**src/design/pmx_pkg.sv**
```systemverilog
// ----------------------------------------------------------------------------
// pmx_pkg
// Shared constants and types for the partially mapped crossover block.
// ----------------------------------------------------------------------------
package pmx_pkg;

  // A city number is six bits, so a segment map is indexed by all 64 cities.
  localparam int CITY_W     = 6;
  localparam int CITY_COUNT = 64;

  // Stream payload widths, padded to whole bytes.
  localparam int S_DATA_W = 24;
  localparam int M_DATA_W = 16;

  // Control from the sequencer to one mapping chain unit.
  typedef struct packed {
    logic clear;   // invalidate every map entry
    logic wr_en;   // write one map entry
    logic start;   // load a new walk start city
    logic step;    // follow the map one hop if the current entry is valid
  } chain_ctl_t;

endpackage

```
**src/design/pmx_chain.sv**
```systemverilog
// ----------------------------------------------------------------------------
// pmx_chain
// One segment map (city to city) with per-entry valid bits and a walker
// that follows the map one hop per cycle while step is high and the entry is valid.
// ----------------------------------------------------------------------------
module pmx_chain (
  input  logic                       clk,
  input  logic                       rst,
  input  pmx_pkg::chain_ctl_t        ctl,
  input  logic [pmx_pkg::CITY_W-1:0] wr_city,
  input  logic [pmx_pkg::CITY_W-1:0] wr_map,
  input  logic [pmx_pkg::CITY_W-1:0] start_city,
  output logic [pmx_pkg::CITY_W-1:0] city,
  output logic                       more
);

  logic [pmx_pkg::CITY_W-1:0] map_mem [pmx_pkg::CITY_COUNT];
  logic [pmx_pkg::CITY_COUNT-1:0] vld;
  logic [pmx_pkg::CITY_W-1:0] cur;
  logic [pmx_pkg::CITY_W-1:0] rdata;
  logic [pmx_pkg::CITY_W-1:0] raddr;

  // The read data holds the map entry of the current city for as long as the
  // walker moves on each step, so the next address is the entry just read.
  assign raddr = ctl.start ? start_city : rdata;
  assign more  = vld[cur];
  assign city  = cur;

  always_ff @(posedge clk) begin
    if (ctl.wr_en) begin
      map_mem[wr_city] <= wr_map;
    end
    rdata <= map_mem[raddr];
  end

  always_ff @(posedge clk) begin
    if (rst) begin
      vld <= '0;
    end else if (ctl.clear) begin
      vld <= '0;
    end else if (ctl.wr_en) begin
      vld[wr_city] <= 1'b1;
    end
  end

  always_ff @(posedge clk) begin
    if (ctl.start) begin
      cur <= start_city;
    end else if (ctl.step && more) begin
      cur <= rdata;
    end
  end

endmodule

```
**src/design/pmx_permutation_crossover_top.sv**
```systemverilog
// ----------------------------------------------------------------------------
// pmx_permutation_crossover_top
// Partially mapped crossover of two parent permutations of up to MAX_CITIES
// cities, built by a small sequencer around two map walkers on one control word.
// ----------------------------------------------------------------------------
// Usage: the slave stream carries one parent element pair per item; s_tlast
// marks the final pair and carries the two cut points. A run ends early when
// MAX_CITIES pairs have been loaded. Loading accepts one item per cycle.
// After the final item the block drops s_tready and works: it clears both
// maps, fills them over the segment through S_FILL_RD and S_FILL_WR per
// position, then produces one child pair per position on the master stream,
// m_tlast on the final one, via S_EMIT_RD, S_EMIT_CHK and S_OUT. A position
// outside the segment also walks in S_WALK, up to MAX_CITIES + 1 map hops, set
// by the longer of the two repair chains walked in lockstep.
// Each result waits in the output register until m_tready; a stalled receiver
// simply holds the sequencer. s_tready returns in the cycle after the final
// result is taken. Reset returns the block to loading with an empty run and
// all map entries invalid; no clearing pass is needed.
// ----------------------------------------------------------------------------
module pmx_permutation_crossover_top #(
  parameter int MAX_CITIES = 64
) (
  input  logic                         clk,
  input  logic                         rst,
  input  logic                         s_tvalid,
  output logic                         s_tready,
  // [5:0] father_city, [11:6] mother_city, [17:12] and [23:18] the two cut points, in either order
  input  logic [pmx_pkg::S_DATA_W-1:0] s_tdata,
  input  logic                         s_tlast,
  output logic                         m_tvalid,
  input  logic                         m_tready,
  // [5:0] child_one_city, [11:6] child_two_city, [15:12] zero
  output logic [pmx_pkg::M_DATA_W-1:0] m_tdata,
  output logic                         m_tlast
);

  localparam int IDX_W     = $clog2(MAX_CITIES);
  localparam int HOP_W     = $clog2(MAX_CITIES + 2);
  localparam int HOP_LIMIT = MAX_CITIES + 1;
  localparam int CW        = pmx_pkg::CITY_W;

  typedef enum logic [2:0] {
    S_LOAD,
    S_FILL_RD,
    S_FILL_WR,
    S_EMIT_RD,
    S_EMIT_CHK,
    S_WALK,
    S_OUT
  } state_t;

  state_t state;

  logic [CW-1:0] father_mem [MAX_CITIES];
  logic [CW-1:0] mother_mem [MAX_CITIES];
  logic [CW-1:0] fdata;
  logic [CW-1:0] mdata;

  logic [IDX_W-1:0] load_count;
  logic [IDX_W-1:0] idx;
  logic [IDX_W-1:0] lo;
  logic [IDX_W-1:0] hi;
  logic [IDX_W-1:0] last_pos;
  logic [HOP_W-1:0] hops;

  logic [CW-1:0] child_one;
  logic [CW-1:0] child_two;

  logic             in_acc;
  logic             in_last;
  logic [CW-1:0]    in_father;
  logic [CW-1:0]    in_mother;
  logic [CW-1:0]    cut_a;
  logic [CW-1:0]    cut_b;
  logic [IDX_W-1:0] sat_a;
  logic [IDX_W-1:0] sat_b;
  logic             hop_ok;
  logic             in_seg;

  pmx_pkg::chain_ctl_t ctl_one;
  pmx_pkg::chain_ctl_t ctl_two;
  logic [CW-1:0]       city_one;
  logic [CW-1:0]       city_two;
  logic                more_one;
  logic                more_two;

  assign s_tready  = (state == S_LOAD);
  assign in_acc    = s_tvalid && s_tready;
  assign in_father = s_tdata[5:0];
  assign in_mother = s_tdata[11:6];
  assign cut_a     = s_tdata[17:12];
  assign cut_b     = s_tdata[23:18];
  assign in_last   = s_tlast || (load_count == IDX_W'(MAX_CITIES - 1));

  // Cuts past the final position saturate to it.
  assign sat_a = (cut_a > CW'(load_count)) ? load_count : cut_a[IDX_W-1:0];
  assign sat_b = (cut_b > CW'(load_count)) ? load_count : cut_b[IDX_W-1:0];

  assign hop_ok = (hops < HOP_W'(HOP_LIMIT));
  assign in_seg = (idx >= lo) && (idx <= hi);

  assign m_tdata = {{(pmx_pkg::M_DATA_W - 2 * CW){1'b0}}, child_two, child_one};

  // Child 1 repairs through the father-to-mother map, child 2 through the
  // reverse map.
  always_comb begin
    ctl_one.clear = in_acc && in_last;
    ctl_one.wr_en = (state == S_FILL_WR);
    ctl_one.start = (state == S_EMIT_CHK) && !in_seg;
    ctl_one.step  = (state == S_WALK) && hop_ok;
    ctl_two       = ctl_one;
  end

  pmx_chain u_f2m (
    .clk        (clk),
    .rst        (rst),
    .ctl        (ctl_one),
    .wr_city    (fdata),
    .wr_map     (mdata),
    .start_city (mdata),
    .city       (city_one),
    .more       (more_one)
  );

  pmx_chain u_m2f (
    .clk        (clk),
    .rst        (rst),
    .ctl        (ctl_two),
    .wr_city    (mdata),
    .wr_map     (fdata),
    .start_city (fdata),
    .city       (city_two),
    .more       (more_two)
  );

  always_ff @(posedge clk) begin
    if (in_acc) begin
      father_mem[load_count] <= in_father;
      mother_mem[load_count] <= in_mother;
    end
    fdata <= father_mem[idx];
    mdata <= mother_mem[idx];
  end

  always_ff @(posedge clk) begin
    if (rst) begin
      state      <= S_LOAD;
      load_count <= '0;
      m_tvalid   <= 1'b0;
    end else begin
      case (state)
        S_LOAD: begin
          if (in_acc) begin
            if (in_last) begin
              load_count <= '0;
              last_pos   <= load_count;
              if (sat_a > sat_b) begin
                lo  <= sat_b;
                hi  <= sat_a;
                idx <= sat_b;
              end else begin
                lo  <= sat_a;
                hi  <= sat_b;
                idx <= sat_a;
              end
              state <= S_FILL_RD;
            end else begin
              load_count <= load_count + 1'b1;
            end
          end
        end
        S_FILL_RD: begin
          state <= S_FILL_WR;
        end
        S_FILL_WR: begin
          if (idx == hi) begin
            idx   <= '0;
            state <= S_EMIT_RD;
          end else begin
            idx   <= idx + 1'b1;
            state <= S_FILL_RD;
          end
        end
        S_EMIT_RD: begin
          state <= S_EMIT_CHK;
        end
        S_EMIT_CHK: begin
          if (in_seg) begin
            child_one <= fdata;
            child_two <= mdata;
            m_tlast   <= (idx == last_pos);
            m_tvalid  <= 1'b1;
            state     <= S_OUT;
          end else begin
            hops  <= '0;
            state <= S_WALK;
          end
        end
        S_WALK: begin
          if (hop_ok && (more_one || more_two)) begin
            hops <= hops + 1'b1;
          end else begin
            child_one <= city_one;
            child_two <= city_two;
            m_tlast   <= (idx == last_pos);
            m_tvalid  <= 1'b1;
            state     <= S_OUT;
          end
        end
        S_OUT: begin
          if (m_tready) begin
            m_tvalid <= 1'b0;
            if (idx == last_pos) begin
              state <= S_LOAD;
            end else begin
              idx   <= idx + 1'b1;
              state <= S_EMIT_RD;
            end
          end
        end
        default: begin
          state <= S_LOAD;
        end
      endcase
    end
  end

endmodule

```
**config.mk**
```make
export PLATFORM = sky130hd
export DESIGN_NAME = pmx_permutation_crossover_top
export DESIGN_NICKNAME = d
export VERILOG_FILES = /design/src/design/pmx_pkg.sv /design/src/design/pmx_chain.sv /design/src/design/pmx_permutation_crossover_top.sv
export SDC_FILE = /design/constraint.sdc
export NUM_CORES = 2
export LEC_CHECK = 0
export BUFFER_PORTS_ARGS = -buffer_cell sky130_fd_sc_hd__buf_4
export CAP_MARGIN = 20
export CORE_MARGIN = 1.5
export CORE_UTILIZATION = 28
export DETAILED_ROUTE_END_ITERATION = 10
export HOLD_SLACK_MARGIN = 0.12
export SLEW_MARGIN = 20
export SYNTH_ARGS = -nofsm -noshare
export SYNTH_HDL_FRONTEND = slang
export SYNTH_SLANG_ARGS = --single-unit
```
**constraint.sdc**
```tcl
create_clock -name clk -period 11.4 [get_ports clk]
set_clock_uncertainty 0.1 [all_clocks]
set_input_delay 1.71 -clock clk [delete_from_list [all_inputs] [get_ports clk]]
set_output_delay 1.71 -clock clk [all_outputs]
set_load 0.02 [all_outputs]
```
# == Yosys cells after proc, flatten, opt, wreduce, memory -nomap -nowiden ==
# Memories as Yosys holds them, arrays and structs flattened. A register that Yosys moved wholly into a read port is not among the register bits.
# Index checks and enable logic that the tools add are counted.
# Widths: inputs -> output; s select.
# word_totals
reg_bits,194
ramBits,1536
inputBits,29
out_inout_bits,19
elab_cells,134
memories,4
# classes
n_addsub,3
magnitude_cmp,12
n_eq_ne,17
mux,53
bitwise_logic,3
reduce_logical,27
# memory_table
name,words,word_bits,rd,rd_clocked_by_memory_dff,wr,line,source
father_mem,64,6,1,1,1,pmx_permutation_crossover_top.sv:54,logic [CW-1:0] father_mem [MAX_CITIES];
mother_mem,64,6,1,1,1,pmx_permutation_crossover_top.sv:55,logic [CW-1:0] mother_mem [MAX_CITIES];
u_f2m.map_mem,64,6,1,1,1,pmx_chain.sv:17,logic [pmx_pkg::CITY_W-1:0] map_mem [pmx_pkg::CITY_COUNT];
u_m2f.map_mem,64,6,1,1,1,pmx_chain.sv:17,
# op_table
operator,n
$or 64x64->64,2
$mux 6,20
$lt 6x7->1 const B,4
$pmux 6 s2,2
$pmux 3 s7,1
$reduce_and 4->1,5
$gt 6x6->1,3
$pmux 6 s3,1
$mux 7,2
$pmux 7 s2,1
$mux 1,13
$add 6x1->6 const B,2
$bmux 1 s6,2
$demux 1 s6,2
$eq 6x6->1,2
$ge 6x1->1 const B,2
$mux 3,4
$logic_and 1x1->1,10
$ne 2x2->1 const B,5
$eq 3x3->1 const B,3
$add 7x1->7 const B,1
$lt 7x7->1 const B,1
$eq 3x2->1 const B,2
$eq 6x6->1 const B,1
16 further kinds,24

# == Depth between registers and ports, before layout ==
# logic_depth
ltp_word,7
mapped_depth,22
depth_no_buf,20

# == By module ==
# From an unflattened synthesis, not the netlist that was laid out.
# hier_totals
hier_cells,5134
area_unflattened_um2,75240.9
# by_module_without_submodules
module,instances,cells_per_inst,area_each_um2,seq_area_each_um2
pmx_permutation_crossover_top,1,1590,33201.8,24823.8
pmx_chain at u_f2m,1,1772,21031.4,13112.6
pmx_chain at u_m2f,1,1772,21007.6,13112.6

# == Worst setup path before layout ==
# OpenSTA, ideal clock, no wires.
# synth_timing
kind,input to register
start,input port s_tdata[13] in the netlist's numbering
end,register idx[4] (data pin)
t_arrival_ns,5.663
path_slack_ns,5.381
path_stages,20
path_cell_list,ha_1 -> nor2b_1 -> o21a_1 -> o21a_1 -> o21a_1 -> o21a_1 -> o22ai_1 -> mux2i_1 -> inv_1 -> ha_1 -> nor2b_1 -> o21a_1 -> o21ai_0 -> nand2b_1 -> a21oi_1 -> nor2b_1 -> o22ai_1 -> clkbuf_1 -> mux2i_1 -> a22o_1
# synth_between
elab_chain_cells,7
# synth_lines
item,line,source
"start, declared",pmx_permutation_crossover_top.sv:28,"input logic [pmx_pkg::S_DATA_W-1:0] s_tdata,"
$gt 6x6->1,pmx_permutation_crossover_top.sv:96,assign sat_a = (cut_a > CW'(load_count)) ? load_count : cut_a[IDX_W-1:0];
$mux 6 *,pmx_permutation_crossover_top.sv:96,
$gt 6x6->1,pmx_permutation_crossover_top.sv:157,if (sat_a > sat_b) begin
$mux 6 *,pmx_permutation_crossover_top.sv:157,
$mux 6 *,pmx_permutation_crossover_top.sv:154,if (in_last) begin
$mux 6 *,pmx_permutation_crossover_top.sv:153,if (in_acc) begin
$pmux 6 s3 *,pmx_permutation_crossover_top.sv:151,case (state)
"end signal, assigned",pmx_permutation_crossover_top.sv:160,idx <= sat_b;
"end signal, assigned",pmx_permutation_crossover_top.sv:164,idx <= sat_a;
"end signal, assigned",pmx_permutation_crossover_top.sv:180,idx <= idx + 1'b1;
"end, declared",pmx_permutation_crossover_top.sv:60,logic [IDX_W-1:0] idx;
# Every way passes the cells marked *; elsewhere a longest branch is shown, timed or not. The select of a mux whose other input is x is not followed.
# A chain may end at the register's enable or synchronous reset.

# == Worst setup path after layout ==
# layout_timing
start,register idx[0]
end,"register u_m2f.rdata[5] in the netlist's numbering, read port of u_m2f.map_mem"
# layout_between
elab_chain_cells,5
word_cells_on_any_way,6
# layout_lines
item,line,source
$ge 6x6->1 or $le 6x6->1 (tied branches),pmx_permutation_crossover_top.sv:100,assign in_seg = (idx >= lo) && (idx <= hi);
$logic_and 1x1->1 *,pmx_permutation_crossover_top.sv:100,
$logic_not 1->1 *,pmx_permutation_crossover_top.sv:109,ctl_one.start = (state == S_EMIT_CHK) && !in_seg;
$logic_and 1x1->1 *,pmx_permutation_crossover_top.sv:109,
$mux 6 *,pmx_chain.sv:25,assign raddr = ctl.start ? start_city : rdata;
"end, declared",pmx_chain.sv:20,logic [pmx_pkg::CITY_W-1:0] rdata;
# Every way passes the cells marked *; elsewhere a longest branch is shown, timed or not.

==> run metrics <==
status=complete, no violations; DPL Wire Length=roughly 120,000 um; max-slew violations=0; WHS Path Cells=2; Die Y=approximately 510 um; initial cell density of the core=about 28%; VDD IR max=0.1444 mV; # DRC=0; critical path class=flop to flop; Total Die Area=approximately 0.26 mm2; post-synth cell types=80; worst path arrival time=roughly 6.7 ns; Fin. Hold Viols=0; clock latency at the later pin of the worst-skew pair=between 0.8 and 0.9 ns; Setup crit end kind=flop; antenna-violating nets left=0; Die Wd=about 500 um; #FFs+latches synth=roughly 1,800; commonest non-fill, non-tap cell in the layout=edfxtp_1; Tmin final=slightly above 6 ns; fmax=between 0.15 and 0.2 GHz; Post-Synth XOR/XNOR Area=less than 1%; ratio of cells with drive above 1 in the final layout=a little over an eighth; ys flop type=edfxtp_1; top-area cell type share of the netlist area=65.85%; CTS tree=done; RSZ-0062 raised after global routing=no; period utilization=around 54%; vias per cell=about 5.1; Hold Crit Class=flop to flop; clock root cell=clkbuf_16; Clock transition at path regs=about 0.060 ns; Syn Std Cell Area=around 0.073 mm2; number of hold buffers added after cts=0; Tot GR Track Use=between 10% and 20%; Tightest Pin Transition=between 1 and 1.5 ns; area grow syn2layout=13.53%; first-pass GRT wire length=289,900 um; Max Cap Viol=0; Core ar.=0.2574 mm2; Post-synth EDFFs=1,592; mux cell area share after synthesis=between 9 and 10%; post-synthesis compound-gate area fraction=between 8 and 9%; Cell Pwr Density=about 200 mW/mm2; CTS resizes=0; final setup fails=0; adder-cell share of the synthesized area=less than 1%; Post-Syn Instances=about 5,000; Max Buffers Root-to-Sink=3; Sink Count=around 1,800; CTS H-Tree Depth=4; DRT iter0 DRCs=4,957; Routed Wire Length=198,000 um; final RePlAce weighted congestion=~0.84; Yosys warning count=0; most frequent cells in the layout=1,592 x edfxtp_1, 458 x nand2_1, 436 x nor2_1, 403 x a21oi_1, 252 x mux2i_1; cts bufs inserted=about 180; critical path peak fanout=slightly above 70; Worst Hold Path EP=u_m2f.vld[14]; post-synth top area cell=edfxtp_1; largest net degree at the start of global routing=127; setup TNS=0 ns; r2r endpoint=u_m2f.rdata[5]; Ports=48; sequential fraction of the synthesis area=70.31%; via count=43,850; Mapped Avg Cell Area=14.32 um2; hold path startpoint=u_m2f.vld[14]; FF-to-FF path depth=14; Util after Layout=32.02%; Rows=approximately 190; R2R setup slack=~5.2 ns; post-synthesis simple-gate area fraction=8.831%; number of global-route vias before repair=between 40,000 and 50,000; top post-synthesis cells by area=edfxtp_1 66%, mux4_2 4.7%, dfxtp_1 4.5%; Startpoint Class=flop; nets=around 5,100; total setup buffers inserted after CTS=0; Worst Path Required=roughly 12 ns; Max transition margin=23.24%; initial antenna violation count=10; Wirelength per Cell=between 20 and 25 um; Leak=26.33 nW; DR pass1 iterations=6; Post-synth ARST share=0%; Reg2Reg Launch Point=idx[0]; main combinational cell family by area after synthesis=multiplexers; gr ovfl total=0; port bufs=43
==> cell usage after synthesis (8+ instances only) <==
cell,count
a2111oi_0,15
a211oi_1,78
a21oi_1,403
a311oi_1,8
a31oi_1,16
a32oi_1,8
a41oi_1,19
and3_1,46
buf_1,46
buf_2,50
buf_4,17
clkbuf_1,209
dfxtp_1,162
edfxtp_1,1592
ha_1,33
inv_1,46
mux2_2,62
mux2i_1,256
mux4_2,150
nand2_1,459
nand2b_1,195
nand3_1,150
nand4_1,24
nor2_1,484
nor2b_1,21
o211ai_1,90
o21ai_0,162
o221ai_1,48
o22ai_1,50
o41a_1,18
xnor2_1,13
==> sequential cells by signal, indices dropped and copies added (netlist names), 7 cells and up <==
| signal | cells |
|---|---|
| u_m2f.map_mem | 384 |
| u_f2m.vld | 64 |
| father_mem | 384 |
| u_f2m.map_mem | 384 |
| mother_mem | 384 |
| u_m2f.vld | 64 |
| hops | 7 |
==> worst max-delay path, cell delays in order, from the launching register on <==
cell	delay [ns]
edfxtp_1	0.32
buf_4	0.54
inv_1	0.20
ha_1	0.33
nand2b_1	0.14
a21oi_1	0.31
o221ai_2	0.35
a21oi_4	0.23
buf_4	0.45
buf_4	0.76
nand3_1	0.15
nand2_1	0.77
a222oi_1	0.27
a2111oi_0	0.84
nand4_1	0.19
==> layer usage <==
metal	vias up	track usage (%)	wire length (um)
met1	22470	20.00	84230
met2	1689	23.49	93560
li1	19350	-	-
met3	337	2.454	13330
met5	-	0	13
met4	2	5.130	6886
==> final cells by class <==
| cell class | count | area (um2) |
|---|---|---|
| clock buffers | 240 | 5026 |
| diodes | 6 | 15.01 |
| inverters | 50 | 187.7 |
| repair buffers | 121 | 923.4 |
| flip-flops and latches | 1754 | 51080 |
| well taps | 3384 | 4234 |
| clock inverters | 89 | 716.9 |
| multi-input cells | 2945 | 20240 |
| fillers | 25080 | 175000 |
==> worst max path at each step <==
stage	to	from	cells past startpoint	slack (ns)
after global routing	u_m2f.rdata[5]	idx[0]	14	5.04
final	u_m2f.rdata[5]	idx[0]	14	5.23
after floorplan	idx[4]	s_tdata[13]	20	5.38
after global placement	idx[3]	s_tdata[13]	21	5.10
after detailed placement	idx[3]	s_tdata[13]	21	5.25
after CTS	u_m2f.rdata[5]	idx[0]	14	5.27
==> power breakdown <==
part	internal, mW	leakage [nW]	switching [mW]
Combinational	0.954	7.84	2.17
Sequential	7.29	15.7	0.179
Clock	3.28	2.83	2.49
==> cell families (layout without fill, tap and decap cells) <==
group	count (synthesis)	count (layout)
other cells	1	10
flops	1754	1754
fa+ha+maj	33	33
mux	471	471
simple gates	1424	1424
buf+inv	375	500
xor+xnor	20	20
compound gates	993	993
==> per-stage QoR <==
stage | instances | area [um2] | hold slack, ns | power (mW) | worst slack [ns]
CTS | 8583 | 82370 | 0.3704 | 16.42 | 5.270
detailed placement | 8254 | 76630 | 0.3567 | 10.70 | 5.251
global placement | 8252 | 76510 | 0.3453 | 10.65 | 5.100
floorplan | 5074 | 72610 | 0.3064 | 9.551 | 5.381
finish | 8589 | 82420 | 0.3649 | 16.36 | 5.228
global route | 8587 | 82420 | 0.3901 | 16.90 | 5.036
No activity file was read; power rests on OpenSTA's default activity.
